--- src/sup_pkg.sv ---
// ----------------------------------------------------------------------------
// sup_pkg
// types and constants shared by the udp request header parser modules
// ----------------------------------------------------------------------------
package sup_pkg;

    // parse phase of the current datagram
    typedef enum logic [2:0] {
        PH_RSV  = 3'd0,
        PH_FRAG = 3'd1,
        PH_ATYP = 3'd2,
        PH_DLEN = 3'd3,
        PH_ADDR = 3'd4,
        PH_PHI  = 3'd5,
        PH_PLO  = 3'd6,
        PH_PAY  = 3'd7
    } phase_t;

    // result kind codes
    typedef enum logic [1:0] {
        KIND_ADDR = 2'd0,
        KIND_HDR  = 2'd1,
        KIND_PAY  = 2'd2,
        KIND_DROP = 2'd3
    } kind_t;

    // address type byte values on the wire
    localparam logic [7:0] ATYP_V4  = 8'd1;
    localparam logic [7:0] ATYP_DOM = 8'd3;
    localparam logic [7:0] ATYP_V6  = 8'd4;

    // address kind codes on the result
    localparam logic [1:0] AKIND_V4  = 2'd0;
    localparam logic [1:0] AKIND_V6  = 2'd1;
    localparam logic [1:0] AKIND_DOM = 2'd2;

    // fixed address lengths
    localparam logic [7:0] LEN_V4 = 8'd4;
    localparam logic [7:0] LEN_V6 = 8'd16;

    // number of reserved bytes at the head of the datagram
    localparam logic [7:0] RSV_BYTES = 8'd2;

    // fragment byte with a zero fragment number but the final flag set
    localparam logic [7:0] FRAG_BAD = 8'h80;

    // one result item
    typedef struct packed {
        kind_t       kind;
        logic [7:0]  byte_out;
        logic [7:0]  address_index;
        logic [1:0]  address_kind;
        logic [7:0]  address_length;
        logic [15:0] dest_port;
        logic [6:0]  fragment_number;
        logic        fragment_final;
        logic        standalone;
        logic        packet_done;
    } res_t;

endpackage

--- src/sup_in_if.sv ---
// ----------------------------------------------------------------------------
// sup_in_if
// input channel: one datagram byte per item with an end of packet mark
// ----------------------------------------------------------------------------
interface sup_in_if;
    logic       valid;
    logic       ready;
    logic [7:0] byte_in;
    logic       end_of_packet;

    modport source (output valid, output byte_in, output end_of_packet, input ready);
    modport sink   (input valid, input byte_in, input end_of_packet, output ready);
endinterface

--- src/sup_out_if.sv ---
// ----------------------------------------------------------------------------
// sup_out_if
// result channel: address bytes, header result, payload bytes and drops
// ----------------------------------------------------------------------------
interface sup_out_if;
    logic        valid;
    logic        ready;
    logic [1:0]  kind;
    logic [7:0]  byte_out;
    logic [7:0]  address_index;
    logic [1:0]  address_kind;
    logic [7:0]  address_length;
    logic [15:0] dest_port;
    logic [6:0]  fragment_number;
    logic        fragment_final;
    logic        standalone;
    logic        packet_done;

    modport source (
        output valid, output kind, output byte_out, output address_index,
        output address_kind, output address_length, output dest_port,
        output fragment_number, output fragment_final, output standalone,
        output packet_done, input ready
    );
    modport sink (
        input valid, input kind, input byte_out, input address_index,
        input address_kind, input address_length, input dest_port,
        input fragment_number, input fragment_final, input standalone,
        input packet_done, output ready
    );
endinterface

--- src/sup_step.sv ---
// ----------------------------------------------------------------------------
// sup_step
// parse state registers and the per-byte next state and result logic
// ----------------------------------------------------------------------------
module sup_step (
    input  logic              clk,
    input  logic              rst_n,
    input  logic              accept,
    input  logic [7:0]        byte_in,
    input  logic              end_of_packet,
    output logic              res_valid,
    output sup_pkg::res_t     res
);

    sup_pkg::phase_t phase_reg, phase_next;
    logic [7:0] byte_position_reg, byte_position_next;
    logic [7:0] addr_len_held_reg, addr_len_held_next;
    logic [1:0] addr_kind_held_reg, addr_kind_held_next;
    logic [7:0] frag_byte_held_reg, frag_byte_held_next;
    logic [7:0] port_high_held_reg, port_high_held_next;
    logic       discarding_reg, discarding_next;

    logic [7:0] pos_inc;
    logic       atyp_known;
    logic       drop_now;

    assign pos_inc    = byte_position_reg + 8'd1;
    assign atyp_known = (byte_in == sup_pkg::ATYP_V4) || (byte_in == sup_pkg::ATYP_V6) ||
                        (byte_in == sup_pkg::ATYP_DOM);

    // malformed or truncated header at this byte
    always_comb
    begin
        case (phase_reg)
            sup_pkg::PH_RSV:  drop_now = end_of_packet;
            sup_pkg::PH_FRAG: drop_now = end_of_packet || (byte_in == sup_pkg::FRAG_BAD);
            sup_pkg::PH_ATYP: drop_now = end_of_packet || !atyp_known;
            sup_pkg::PH_DLEN: drop_now = end_of_packet || (byte_in == 8'd0);
            sup_pkg::PH_ADDR: drop_now = end_of_packet;
            sup_pkg::PH_PHI:  drop_now = end_of_packet;
            default:          drop_now = 1'b0;
        endcase
    end

    // next state
    always_comb
    begin
        phase_next          = phase_reg;
        byte_position_next  = byte_position_reg;
        addr_len_held_next  = addr_len_held_reg;
        addr_kind_held_next = addr_kind_held_reg;
        frag_byte_held_next = frag_byte_held_reg;
        port_high_held_next = port_high_held_reg;
        discarding_next     = discarding_reg;
        if (discarding_reg)
        begin
            if (end_of_packet)
            begin
                discarding_next    = 1'b0;
                phase_next         = sup_pkg::PH_RSV;
                byte_position_next = 8'd0;
            end
        end
        else
        begin
            case (phase_reg)
                sup_pkg::PH_RSV:
                begin
                    byte_position_next = pos_inc;
                    if (pos_inc >= sup_pkg::RSV_BYTES)
                    begin
                        byte_position_next = 8'd0;
                        phase_next         = sup_pkg::PH_FRAG;
                    end
                end
                sup_pkg::PH_FRAG:
                begin
                    frag_byte_held_next = byte_in;
                    phase_next          = sup_pkg::PH_ATYP;
                end
                sup_pkg::PH_ATYP:
                begin
                    byte_position_next = 8'd0;
                    if (byte_in == sup_pkg::ATYP_V4)
                    begin
                        addr_kind_held_next = sup_pkg::AKIND_V4;
                        addr_len_held_next  = sup_pkg::LEN_V4;
                        phase_next          = sup_pkg::PH_ADDR;
                    end
                    else if (byte_in == sup_pkg::ATYP_V6)
                    begin
                        addr_kind_held_next = sup_pkg::AKIND_V6;
                        addr_len_held_next  = sup_pkg::LEN_V6;
                        phase_next          = sup_pkg::PH_ADDR;
                    end
                    else if (byte_in == sup_pkg::ATYP_DOM)
                    begin
                        addr_kind_held_next = sup_pkg::AKIND_DOM;
                        phase_next          = sup_pkg::PH_DLEN;
                    end
                end
                sup_pkg::PH_DLEN:
                begin
                    // length is kept only when the byte is good
                    if (!drop_now)
                    begin
                        addr_len_held_next = byte_in;
                    end
                    phase_next = sup_pkg::PH_ADDR;
                end
                sup_pkg::PH_ADDR:
                begin
                    byte_position_next = pos_inc;
                    if (pos_inc >= addr_len_held_reg)
                    begin
                        byte_position_next = 8'd0;
                        phase_next         = sup_pkg::PH_PHI;
                    end
                end
                sup_pkg::PH_PHI:
                begin
                    if (!drop_now)
                    begin
                        port_high_held_next = byte_in;
                    end
                    phase_next = sup_pkg::PH_PLO;
                end
                sup_pkg::PH_PLO:
                begin
                    if (end_of_packet)
                    begin
                        phase_next         = sup_pkg::PH_RSV;
                        byte_position_next = 8'd0;
                    end
                    else
                    begin
                        phase_next = sup_pkg::PH_PAY;
                    end
                end
                default:
                begin
                    if (end_of_packet)
                    begin
                        phase_next         = sup_pkg::PH_RSV;
                        byte_position_next = 8'd0;
                    end
                end
            endcase
            // a drop restarts parsing, and skips the rest unless this was the last byte
            if (drop_now)
            begin
                phase_next         = sup_pkg::PH_RSV;
                byte_position_next = 8'd0;
                discarding_next    = !end_of_packet;
            end
        end
    end

    // result
    always_comb
    begin
        res       = '0;
        res.kind  = sup_pkg::KIND_ADDR;
        res_valid = 1'b0;
        if (!discarding_reg)
        begin
            if (drop_now)
            begin
                res_valid       = 1'b1;
                res.kind        = sup_pkg::KIND_DROP;
                res.packet_done = 1'b1;
            end
            else
            begin
                case (phase_reg)
                    sup_pkg::PH_ADDR:
                    begin
                        res_valid          = 1'b1;
                        res.kind           = sup_pkg::KIND_ADDR;
                        res.byte_out       = byte_in;
                        res.address_index  = byte_position_reg;
                        res.address_kind   = addr_kind_held_reg;
                        res.address_length = addr_len_held_reg;
                    end
                    sup_pkg::PH_PLO:
                    begin
                        res_valid           = 1'b1;
                        res.kind            = sup_pkg::KIND_HDR;
                        res.address_kind    = addr_kind_held_reg;
                        res.address_length  = addr_len_held_reg;
                        res.dest_port       = {port_high_held_reg, byte_in};
                        res.fragment_number = frag_byte_held_reg[6:0];
                        res.fragment_final  = frag_byte_held_reg[7];
                        res.standalone      = (frag_byte_held_reg == 8'd0);
                        res.packet_done     = end_of_packet;
                    end
                    sup_pkg::PH_PAY:
                    begin
                        res_valid       = 1'b1;
                        res.kind        = sup_pkg::KIND_PAY;
                        res.byte_out    = byte_in;
                        res.packet_done = end_of_packet;
                    end
                    default:
                    begin
                        res_valid = 1'b0;
                    end
                endcase
            end
        end
    end

    always_ff @(posedge clk or negedge rst_n)
    begin
        if (!rst_n)
        begin
            phase_reg          <= sup_pkg::PH_RSV;
            byte_position_reg  <= 8'd0;
            addr_len_held_reg  <= 8'd0;
            addr_kind_held_reg <= 2'd0;
            frag_byte_held_reg <= 8'd0;
            port_high_held_reg <= 8'd0;
            discarding_reg     <= 1'b0;
        end
        else if (accept)
        begin
            phase_reg          <= phase_next;
            byte_position_reg  <= byte_position_next;
            addr_len_held_reg  <= addr_len_held_next;
            addr_kind_held_reg <= addr_kind_held_next;
            frag_byte_held_reg <= frag_byte_held_next;
            port_high_held_reg <= port_high_held_next;
            discarding_reg     <= discarding_next;
        end
    end

endmodule

--- src/sup_out_reg.sv ---
// ----------------------------------------------------------------------------
// sup_out_reg
// result register driving the output channel
// ----------------------------------------------------------------------------
module sup_out_reg (
    input  logic          clk,
    input  logic          rst_n,
    input  logic          load,
    input  logic          res_valid,
    input  sup_pkg::res_t res,
    output logic          can_load,
    sup_out_if.source     dout
);

    logic          valid_reg, valid_next;
    sup_pkg::res_t res_reg;

    // register is free when empty or being emptied this cycle
    assign can_load = !valid_reg || dout.ready;

    always_comb
    begin
        valid_next = valid_reg;
        if (valid_reg && dout.ready)
        begin
            valid_next = 1'b0;
        end
        if (load && res_valid)
        begin
            valid_next = 1'b1;
        end
    end

    always_ff @(posedge clk or negedge rst_n)
    begin
        if (!rst_n)
        begin
            valid_reg <= 1'b0;
        end
        else
        begin
            valid_reg <= valid_next;
        end
    end

    always_ff @(posedge clk)
    begin
        if (load && res_valid)
        begin
            res_reg <= res;
        end
    end

    assign dout.valid           = valid_reg;
    assign dout.kind            = res_reg.kind;
    assign dout.byte_out        = res_reg.byte_out;
    assign dout.address_index   = res_reg.address_index;
    assign dout.address_kind    = res_reg.address_kind;
    assign dout.address_length  = res_reg.address_length;
    assign dout.dest_port       = res_reg.dest_port;
    assign dout.fragment_number = res_reg.fragment_number;
    assign dout.fragment_final  = res_reg.fragment_final;
    assign dout.standalone      = res_reg.standalone;
    assign dout.packet_done     = res_reg.packet_done;

endmodule

--- src/socks5_udp_header_parser.sv ---
// ----------------------------------------------------------------------------
// socks5_udp_header_parser
// streaming parser for the request header of a proxied udp datagram
//
// takes one datagram byte per item on din, with end_of_packet on the last
// byte. the two reserved bytes are skipped, the fragment byte is kept, and
// the address type selects ipv4 (4 bytes), ipv6 (16 bytes) or a domain name
// with a length byte in front. each address byte comes out as its own item
// with its index, then one header item carries the big-endian port, the
// address kind and length and the fragment fields; every later byte is a
// payload item. an unknown address type, a zero domain length, a fragment
// byte of 0x80 or a datagram that ends inside the header gives one drop item
// and the rest of that datagram is swallowed without results; address items
// already sent for it are then void. packet_done marks the last item a
// datagram causes. the parse state advances on each accepted byte and the
// result lands in one output register, so one byte per cycle is taken while
// dout keeps up, and din stalls only while the output register holds an item
// that dout has not taken.
// ----------------------------------------------------------------------------
module socks5_udp_header_parser (
    input  logic      clk,
    input  logic      rst_n,
    sup_in_if.sink    din,
    sup_out_if.source dout
);

    logic          accept;
    logic          can_load;
    logic          res_valid;
    sup_pkg::res_t res;

    // input byte taken when the result register has room
    assign din.ready = can_load;
    assign accept    = din.valid && can_load;

    // phase tracking and per-byte result
    sup_step u_step (
        .clk           (clk),
        .rst_n         (rst_n),
        .accept        (accept),
        .byte_in       (din.byte_in),
        .end_of_packet (din.end_of_packet),
        .res_valid     (res_valid),
        .res           (res)
    );

    // result register toward dout
    sup_out_reg u_out (
        .clk       (clk),
        .rst_n     (rst_n),
        .load      (accept),
        .res_valid (res_valid),
        .res       (res),
        .can_load  (can_load),
        .dout      (dout)
    );

endmodule

--- src/flat_wrapper.sv ---
// flat-port wrapper written by rule: the top's interface ports become plain ports
module socks5_udp_header_parser_flat 
  (clk, rst_n, din_valid, din_byte_in, din_end_of_packet, din_ready, dout_valid, dout_kind, dout_byte_out, dout_address_index, dout_address_kind, dout_address_length, dout_dest_port, dout_fragment_number, dout_fragment_final, dout_standalone, dout_packet_done, dout_ready);
  sup_in_if din_i ();
  sup_out_if dout_i ();
  input  logic clk;
  input  logic rst_n;
  input wire logic [$bits(din_i.valid)-1:0] din_valid;
  input wire logic [$bits(din_i.byte_in)-1:0] din_byte_in;
  input wire logic [$bits(din_i.end_of_packet)-1:0] din_end_of_packet;
  output wire logic [$bits(din_i.ready)-1:0] din_ready;
  output wire logic [$bits(dout_i.valid)-1:0] dout_valid;
  output wire logic [$bits(dout_i.kind)-1:0] dout_kind;
  output wire logic [$bits(dout_i.byte_out)-1:0] dout_byte_out;
  output wire logic [$bits(dout_i.address_index)-1:0] dout_address_index;
  output wire logic [$bits(dout_i.address_kind)-1:0] dout_address_kind;
  output wire logic [$bits(dout_i.address_length)-1:0] dout_address_length;
  output wire logic [$bits(dout_i.dest_port)-1:0] dout_dest_port;
  output wire logic [$bits(dout_i.fragment_number)-1:0] dout_fragment_number;
  output wire logic [$bits(dout_i.fragment_final)-1:0] dout_fragment_final;
  output wire logic [$bits(dout_i.standalone)-1:0] dout_standalone;
  output wire logic [$bits(dout_i.packet_done)-1:0] dout_packet_done;
  input wire logic [$bits(dout_i.ready)-1:0] dout_ready;
  assign din_i.valid = din_valid;
  assign din_i.byte_in = din_byte_in;
  assign din_i.end_of_packet = din_end_of_packet;
  assign din_ready = din_i.ready;
  assign dout_valid = dout_i.valid;
  assign dout_kind = dout_i.kind;
  assign dout_byte_out = dout_i.byte_out;
  assign dout_address_index = dout_i.address_index;
  assign dout_address_kind = dout_i.address_kind;
  assign dout_address_length = dout_i.address_length;
  assign dout_dest_port = dout_i.dest_port;
  assign dout_fragment_number = dout_i.fragment_number;
  assign dout_fragment_final = dout_i.fragment_final;
  assign dout_standalone = dout_i.standalone;
  assign dout_packet_done = dout_i.packet_done;
  assign dout_i.ready = dout_ready;
  socks5_udp_header_parser u_core (.clk(clk), .rst_n(rst_n), .din(din_i), .dout(dout_i));
endmodule
--- config.mk ---
export PLATFORM = sky130hd
export DESIGN_NAME = socks5_udp_header_parser_flat
export DESIGN_NICKNAME = d
export VERILOG_FILES = /design/src/sup_pkg.sv /design/src/sup_in_if.sv /design/src/sup_out_if.sv /design/src/sup_step.sv /design/src/sup_out_reg.sv /design/src/socks5_udp_header_parser.sv /design/src/flat_wrapper.sv
export SDC_FILE = /design/constraint.sdc
export NUM_CORES = 1
export LEC_CHECK = 0
export BUFFER_PORTS_ARGS = -buffer_cell sky130_fd_sc_hd__buf_4
export CAP_MARGIN = 25
export CORE_MARGIN = 4
export CORE_UTILIZATION = 45
export DETAILED_ROUTE_END_ITERATION = 16
export PLACE_DENSITY_LB_ADDON = 0.12
export SLEW_MARGIN = 0
export SYNTH_ARGS = -nofsm -noshare
export SYNTH_HDL_FRONTEND = slang
export SYNTH_HIERARCHICAL = 1
export SYNTH_SLANG_ARGS = --single-unit
--- constraint.sdc ---
create_clock -name clk -period 3.2 [get_ports clk]
set_input_delay 0.48 -clock clk [delete_from_list [all_inputs] [get_ports clk]]
set_output_delay 0.48 -clock clk [all_outputs]
set_load 0.005 [all_outputs]
; ---- Yosys cells after proc, flatten, opt, wreduce, memory -nomap -nowiden
; Cells that the tools add are included.
[op_classes]
addsub = 1
magnitude_cmp = 2
n_eq_ne = 17
n_mux = 36
bitwise = 6
n_reduce_logical = 34
[op_table]
columns = cell, count
row1 = $mux 8, 8
row2 = $pmux 8 s4, 1
row3 = $mux 3, 9
row4 = $pmux 3 s7, 1
row5 = $reduce_or 3->1, 7
row6 = $logic_not 8->1, 2
row7 = $pmux 8 s2, 1
row8 = $eq 3x3->1 const B, 4
row9 = $reduce_and 4->1, 3
row10 = $mux 1, 10
row11 = $add 8x1->8 const B, 1
row12 = $eq 8x1->1 const B, 1
row13 = $eq 8x2->1 const B, 1
row14 = $eq 8x3->1 const B, 1
row15 = $eq 8x8->1 const B, 1
row16 = $ge 8x2->1 const B, 1
row17 = $ge 8x8->1, 1
row18 = $mux 2, 4
row19 = $ne 4x4->1 const B, 2
row20 = $eq 3x2->1 const B, 2
row21 = $logic_or 1x1->1, 6
row22 = $ne 6x6->1 const B, 1
row23 = $not 1->1, 6
row24 = $reduce_or 2->1, 3
row25 = 14 further kinds, 19
[word_totals]
regBits = 93
inputBits = 13
out_inout_bits = 56
word_cells = 114

; ---- Longest topological paths before layout
; Gate-level depths: netlist of the first run.
[depth]
word_depth = 10
depth_mapped = 12
mapped_depth_nobuf = 11

; ---- Hierarchy
; Netlist of the first run, hierarchy kept.
[modules_own_cells]
columns = module, instances, cells_each, area_per_inst_um2, seq_area_each_um2
row1 = sup_step, 1, 311, 2740.1, 950.9
row2 = sup_out_reg, 1, 58, 1682.9, 1646.6
row3 = socks5_udp_header_parser, 1, 1, 6.3, 0.0

; ---- Worst setup path after synthesis of the first run
; Ideal clock, no wire load.
[synth_timing]
path_type = input to register
startpoint = input port din_byte_in[5]
endpoint = register u_core.u_out.res_reg (netlist bit u_core/u_out/dout.address_index[0]) (enable)
setup_time_ps = 374
arrival_ps = 2463
t_required_ps = 2826
slack_ps = 363
cell_stages = 6
n_path_buf = 0
path_cell_list = or4_4 > or4_4 > o221ai_2 > nand2_1 > a21oi_1 > and2_4
[synth_between]
elab_chain_cells = 9
[synth_lines]
columns = element, line_no
row1 = from (decl), flat_wrapper.sv:9  ; input wire logic [$bits(din_i.byte_in)-1:0] din_byte_in;
row2 = $eq 8x1->1 or $eq 8x3->1 (tied branches), sup_step.sv:28  ; assign atyp_known = (byte_in == sup_pkg::ATYP_V4) || (byte_in == sup_pkg::ATYP_V6) ||
row3 = $logic_or 1x1->1 (2 in series), sup_step.sv:28
row4 = $logic_not 1->1, sup_step.sv:37  ; sup_pkg::PH_ATYP: drop_now = end_of_packet || !atyp_known;
row5 = $logic_or 1x1->1, sup_step.sv:37
row6 = $pmux 1 s4 *, sup_step.sv:34  ; case (phase_reg)
row7 = $mux 1 *, sup_step.sv:167  ; if (drop_now)
row8 = $mux 1 *, sup_step.sv:165  ; if (!discarding_reg)
row9 = named net u_core.res_valid, socks5_udp_header_parser.sv:29  ; logic res_valid;
row10 = $logic_and 1x1->1 *, sup_out_reg.sv:48  ; if (load && res_valid)
row11 = to (signal assigned), sup_out_reg.sv:50  ; res_reg <= res;
row12 = to (decl), sup_out_reg.sv:16  ; sup_pkg::res_t res_reg;
; Mark *: on every way through the listed nets, which the timed path passes. The rest lies on a longest branch.
; A chain may end at the register's enable or synchronous reset.

; ---- Final worst setup path of the first run
[layout_timing]
startpoint = register u_core.u_step.byte_position_reg[2]
endpoint = register u_core.u_step.byte_position_reg[7]
[layout_between]
elab_chain_cells = 6
[layout_lines]
columns = element, line_no
row1 = from (decl), sup_step.sv:16  ; logic [7:0] byte_position_reg, byte_position_next;
row2 = from (signal assigned), sup_step.sv:228  ; byte_position_reg <= byte_position_next;
row3 = $add 8x1->8 *, sup_step.sv:27  ; assign pos_inc = byte_position_reg + 8'd1;
row4 = $ge 8x8->1 or $ge 8x2->1 (tied branches), "sup_step.sv:114, sup_step.sv:70"
row5 = $mux 8 (on tied branches), "sup_step.sv:114, sup_step.sv:70"
row6 = $pmux 8 s4 *, sup_step.sv:66  ; case (phase_reg)
row7 = $mux 8 *, sup_step.sv:150  ; if (drop_now)
row8 = $mux 8 *, sup_step.sv:55  ; if (discarding_reg)
; Mark *: on every way between the ends. The rest lies on a longest branch, timed or not.

==> results.json, run 1 <==
{
  "firstDrtPassIters": 4,
  "port_buffers": 68,
  "clk_latency_ns": 0.36,
  "hp-class": "in -> async",
  "clock_skew_ns": 0.00920,
  "cts.clk_slew.worst_paths_ns": 0.09,
  "grt_max_degree": 44,
  "slowest_delay_ns": 0.48,
  "via_count": 3056,
  "htree_num_levels": 3,
  "core_um2": 9420,
  "report.final.slew_viol_count": 0,
  "start_kind": "register",
  "grt_first_pass_wirelength_um": 15600,
  "yosysSeqAreaShare_pct": 58.6,
  "endpoint_kind": "register",
  "fp.dieH_um": 107,
  "dr.first_iter.drc_count": 172,
  "fin_nets": 462,
  "drc": 0,
  "syn_area_um2": 4430,
  "hold_violations": 0,
  "die_w_um": 107,
  "gp_congestion": 0.874,
  "critical_path_peak_fanout": 9,
  "wl_per_cell_um": 17.0,
  "ys_types": 57,
  "pre_cts_ws_ns": 0.259,
  "crit_chain": "and4_1 > and3_1 > xnor2_1 > inv_1 > ha_1 > a2111oi_1 > nand2_1 > or4_1 > a21oi_1",
  "slowest_stage": "dfrtp_1",
  "fin_ws_ns": 0.303,
  "path_buf_inv": 1,
  "cp_data_required_time_ns": 3.48,
  "hold_slack_ns": 0.0890,
  "antenna_found_initial": 0,
  "pin_count": 69,
  "crit_arrival_ns": 3.18,
  "maxSlewHeadroom_pct": 48.9,
  "grt_pass1_vias": 2983,
  "via_per_inst": 5.33,
  "critical_path_class": "reg -> reg",
  "antennaDiodeCount": 0,
  "synth_seq_cells": 93,
  "synth_flop_cell": "edfxtp_1",
  "async_flop_share_pct": 41.9,
  "root_buffer": "clkbuf_8",
  "synth_compound_area_share_pct": 9.10,
  "postLayoutCoreUtil_pct": 56.0,
  "worstMarginPinSlew_ns": 0.766,
  "yosys.area_share.simple_pct": 18.6,
  "leakagePower_nw": 2.18,
  "final.min_clock_period_ns": 2.90,
  "drive_above_1_share_pct": 27.7,
  "wl_um": 9730,
  "drt.antenna.violating_nets": 0,
  "num-fill-cells": 821,
  "fin_setup_tns_ns": 0,
  "rsz0062_at_grt": "false",
  "max-cap-violations": 0,
  "cts_tree": "built",
  "cts.sink_count": 93,
  "fmax_mhz": 345,
  "setup-violations-final": 0,
  "avgSynthCellArea_um2": 12.0,
  "synthToLayoutAreaGrowth_pct": 19.1,
  "ir_drop_mv": 0.359,
  "p_total_mw": 3.11,
  "synth_top_family_by_area": "simple AND/OR/NAND/NOR gates",
  "path_delay_family": "simple AND/OR/NAND/NOR gates",
  "synthMuxAreaShare_pct": 6.50,
  "place.detailed.hpwl_um": 6950,
  "initial_core_util_pct": 47.0,
  "synthXorXnorAreaFrac_pct": 1.38,
  "core.rowCount": 35,
  "dieArea_um2": 11500,
  "status": "completed",
  "synthesis.nets": 393,
  "synth_edf_count": 54,
  "finalCritPeriodShare_pct": 90.5,
  "synth_fa_ha_area_share_pct": 2.82,
  "ys_warn_count": 6,
  "clock_path_buffers": 2,
  "cts_made_buffers": 9,
  "synthCells": 370,
  "gr-total-overflow": 0,
  "grt_usage_pct": 17.7,
  "largest_register_ff_count": 16,
  "cellPowerDensity_nw_per_um2": 591
}
-- stage by stage --
step | std cells | instance area, µm²
after floorplan | 370 | 4430
after global placement | 557 | 5100
after detailed placement | 557 | 5100
after CTS | 573 | 5270
after global routing | 573 | 5270
final | 573 | 5270
-- per-layer routing --
metal / wire (µm) / global-route usage [%] / share of wire [%] / vias up
met3: 504 / 3.85 / 5.2 / 10
met5: 0 / 0 / 0 / -
li1: - / - / - / 1481
met2: 4440 / 26.5 / 46 / 93
met1: 4650 / 25.0 / 48 / 1472
met4: 143 / 6.85 / 1.5 / 0
-- path summary, 6_finish.rpt --
| check | startpoint | endpoint | slack [ns] | depth (start not counted) |
|---|---|---|---|---|
| max in group asynchronous | rst_n | u_core/u_step/addr_len_held_reg[6] | 2.74 | 1 |
| max | u_core/u_step/byte_position_reg[2] | u_core/u_step/byte_position_reg[7] | 0.30 | 9 |
| min reg2reg | u_core/u_step/port_high_held_reg[2] | u_core/u_step/port_high_held_reg[2] | 0.51 | 1 |
| min in group clk | din_end_of_packet | u_core/u_step/discarding_reg | 0.37 | 2 |
| max reg2reg | u_core/u_step/byte_position_reg[2] | u_core/u_step/byte_position_reg[7] | 0.30 | 9 |
| min | rst_n | u_core/u_step/frag_byte_held_reg[6] | 0.09 | 1 |
-- placed cells by master (no fill, tap or decap), types with 2 or more instances in the layout --
master / Yosys / routed
a22o_1: 4 / 4
a21boi_0: 3 / 3
nand4_1: 5 / 5
a21oi_1: 20 / 20
nand2_1: 26 / 26
clkinvlp_4: 0 / 4
buf_4: 0 / 73
and2_1: 44 / 44
nand2b_4: 2 / 2
o211ai_1: 5 / 5
dfrtp_1: 39 / 39
inv_6: 0 / 2
nor4_1: 5 / 5
o22ai_1: 2 / 2
mux2i_1: 7 / 7
nand2b_1: 3 / 3
clkbuf_8: 0 / 9
nor2b_1: 2 / 2
inv_1: 19 / 19
mux2_2: 16 / 16
xor2_1: 3 / 3
nor2_1: 18 / 18
o21ai_0: 8 / 8
nor3_1: 14 / 14
ha_1: 10 / 10
or2_2: 3 / 3
or4_1: 2 / 2
nand3_1: 4 / 4
and3_1: 3 / 3
edfxtp_1: 54 / 54
xnor2_1: 4 / 4
or4_4: 2 / 2
-- Yosys cell counts, types with 7 or more instances --
master	n	area (µm²)
mux2i_1	7	70.1
nor2_1	18	67.6
edfxtp_1	54	1620
dfrtp_1	39	976
clkbuf_1	14	52.6
mux2_2	16	180
inv_1	19	71.3
a21oi_1	20	100
o21ai_0	8	40.0
and2_1	44	275
nor3_1	14	70.1
nand2_1	26	97.6
ha_1	10	125
-- cells by family (layout without fill, tap and decap cells) --
family	Yosys count	in the layout
compound gates	58	58
mux	25	25
simple gates	142	142
flops	93	93
buf+inv	35	109
fa+ha+maj	10	10
xor+xnor	7	7
-- repair_timing --
| item | CTS | global route |
|---|---|---|
| endpoints found under the setup margin | 0 | 1 |
| hold buffers | 0 | 0 |
| setup buffers | 0 | 0 |
| gates resized for setup | 0 | 1 |
-- area by class of cell --
cell class | instances | area [µm²] | area share [%]
clock buffers | 10 | 128 | 2.42
clock inverters | 6 | 47.5 | 0.902
inverters | 19 | 71.3 | 1.35
multi-input cells | 242 | 1700 | 32.2
flip-flops and latches | 93 | 2600 | 49.3
well taps | 129 | 161 | 3.06
repair buffers | 74 | 568 | 10.8
-- where the power goes --
part	total (mW)	internal [mW]	leakage, nW	switching [mW]
clock	0.710	0.288	0.0755	0.422
combinational	0.771	0.339	1.11	0.432
sequential	1.63	1.49	0.996	0.139
total	3.11	2.12	2.18	0.993
Power figures use the tool's default switching activity.
==> inputs of run 2 (changes only) <==
CELL_PAD_IN_SITES_DETAIL_PLACEMENT = 1   (was default)
CELL_PAD_IN_SITES_GLOBAL_PLACEMENT = 2   (was default)
CORE_UTILIZATION = 38   (was 45)
SYNTH_HIERARCHICAL = default   (was 1)
==> run 2 against run 1 <==
  * Synthesized cell count shrank 2.4%
  * Synthesized area shrank 1.0%
  * Hold slack gained 0.016 ns
  * Highest routed layer unchanged
==> results.json, run 2 <==
{
  "fp.dieH_um": 115,
  "cts_setup_buffers": 0,
  "place.detailed.hpwl_um": 7760,
  "synth_seq_cells": 93,
  "clock_path_buffers": 2,
  "firstDrtPassIters": 4,
  "via_count": 3044,
  "rsz0062_at_grt": "false",
  "cellPowerDensity_nw_per_um2": 707,
  "wl_per_cell_um": 18.6,
  "synthToLayoutAreaGrowth_pct": 22.7,
  "worstReg2RegEnd": "u_core.u_step.phase_reg[0]",
  "initial_core_util_pct": 39.6,
  "via_per_inst": 5.28,
  "cts_hold_buffers": 0,
  "fin_nets": 453,
  "synthesis.nets": 383,
  "root_buffer": "clkbuf_16",
  "leakagePower_nw": 2.34,
  "r2r_cells": 11,
  "yosys.area.top_type": "edfxtp_1",
  "drc": 0,
  "postLayoutCellArea_um2": 5380,
  "antennaDiodeCount": 0,
  "cp_data_required_time_ns": 3.43,
  "endpoint_kind": "register",
  "antenna_found_initial": 0,
  "grt_max_degree": 46,
  "layout.cells.most_common": "buf_4",
  "dr.first_iter.drc_count": 166,
  "async_flop_share_pct": 41.9,
  "pin_count": 69,
  "avgSynthCellArea_um2": 12.1,
  "wl_um": 10700,
  "yosysMostFrequentCell": "edfxtp_1",
  "num-fill-cells": 1168,
  "synthCells": 361,
  "hold_violations": 0,
  "dp_cells": 560,
  "clk_latency_ns": 0.34,
  "die_w_um": 115,
  "critical_path_peak_fanout": 6,
  "dieArea_um2": 13300,
  "max-cap-violations": 0,
  "fin_setup_tns_ns": 0,
  "r2r_setup_slack_ns": 0.39,
  "ctsResizeCount": 0,
  "gr-total-overflow": 0,
  "synth_flop_cell": "edfxtp_1",
  "maxSlewHeadroom_pct": 51.3,
  "status": "completed",
  "synth.top_cell.area_share_pct": 37.0,
  "gp_congestion": 0.835,
  "grt_first_pass_wirelength_um": 17400,
  "cts_made_buffers": 9,
  "worstSetupStartpoint": "u_core.u_step.byte_position_reg[4]",
  "r2r_start": "u_core.u_step.byte_position_reg[4]",
  "cts_tree": "built",
  "core.rowCount": 38,
  "syn_area_um2": 4380,
  "ys_types": 53,
  "synth_edf_count": 54,
  "cts.sink_count": 93,
  "start_kind": "register",
  "cts.clk_slew.worst_paths_ns": 0.07,
  "ir_drop_mv": 0.301,
  "report.final.slew_viol_count": 0,
  "final.min_clock_period_ns": 2.81,
  "grt_usage_pct": 17.1,
  "port_buffers": 68,
  "clock_skew_ns": 0.00814,
  "drive_above_1_share_pct": 30.0,
  "layoutNonFillerInstCount": 576,
  "synthTopCellsByCount": "54 x edfxtp_1, 45 x and2_1, 39 x dfrtp_1, 24 x nand2_1, 19 x mux2_2",
  "htree_num_levels": 3,
  "worstMarginPinSlew_ns": 0.727,
  "grt_pass1_vias": 3166,
  "critical_path_class": "reg -> reg",
  "crit_arrival_ns": 3.04,
  "drt.antenna.violating_nets": 0,
  "mostFrequentLayoutCells": "76 x buf_4, 54 x edfxtp_1, 45 x and2_1",
  "synth.area.top_cells": "edfxtp_1 37%, dfrtp_1 22%, and2_1 6.4%, mux2_2 4.9%, ha_1 2.6%",
  "hp-class": "in -> async",
  "largest_register_ff_count": 16,
  "setup-violations-final": 0,
  "finalCritPeriodShare_pct": 87.7,
  "post_dp_cell_area_um2": 5080,
  "yosysSeqAreaShare_pct": 59.2,
  "ys_warn_count": 0,
  "core_um2": 11100,
  "fmax_mhz": 356
}
[run 2: stage by stage]
step	setup WS [ns]	hold slack (ns)	power [mW]	utilization, %
after global placement	0.376	0.474	2.72	45.8
after detailed placement	0.220	0.487	2.76	45.8
after floorplan	0.0390	0.184	2.29	-
after CTS	0.205	0.139	3.84	48.5
final	0.393	0.105	3.80	48.6
after global routing	0.0971	0.166	4.02	48.6
[run 2: layout make-up]
class,count,area (µm²),area share (%)
sequential,93,2600,48.3
clock buffer,10,229,4.26
tap,140,175,3.26
multi-input combinational,234,1660,30.8
timing repair buffer,77,591,11.0
inverter,16,60.1,1.12
clock inverter,6,68.8,1.28
[run 2: per-layer routing]
layer	up-vias	track usage, %	wire, µm
met4	0	5.16	123
met3	11	2.92	437
met5	-	0	0
met2	63	28.4	5290
li1	1444	-	-
met1	1526	23.1	4840
[run 2: worst max path at each step]
stage                                    endpoint  depth (start not counted)  slack [ns]
2_1_floorplan  u_core.u_out.dout.address_index[0]                          6        0.04
3_3_place_gp           u_core.u_step.phase_reg[0]                         10        0.38
3_5_place_dp   u_core.u_step.byte_position_reg[5]                         10        0.22
4_1_cts        u_core.u_step.byte_position_reg[5]                         10        0.21
5_1_grt        u_core.u_step.byte_position_reg[5]                         10         0.1
6_report               u_core.u_step.phase_reg[0]                         11        0.39
[run 2: cells by family after synthesis]
kind of cell	synth area share, %
XOR/XNOR	0.799
AO/OA/AOI/OAI	10.7
adder cells (fa/ha/maj)	2.57
flip-flops	59.2
AND/OR/NAND/NOR	18.7
buffers and inverters	3.14
multiplexers	4.88
[run 2: report_power, final]
group          switching (mW)  internal (mW)  leakage, nW
logic                   0.584          0.426         1.19
clock network           0.476          0.612        0.143
registers               0.147           1.56         1.01
[run 2: critical path, stage by stage, from the launching register on]
cell      delay (ns)
dfrtp_1         0.47
and3_1          0.22
nand3_1         0.16
nand2_1         0.14
nand2_1         0.06
ha_1            0.29
and3_1          0.16
a221oi_1        0.10
o211a_4         0.26
nor4b_4         0.43
a22oi_2         0.17
a32o_1          0.22
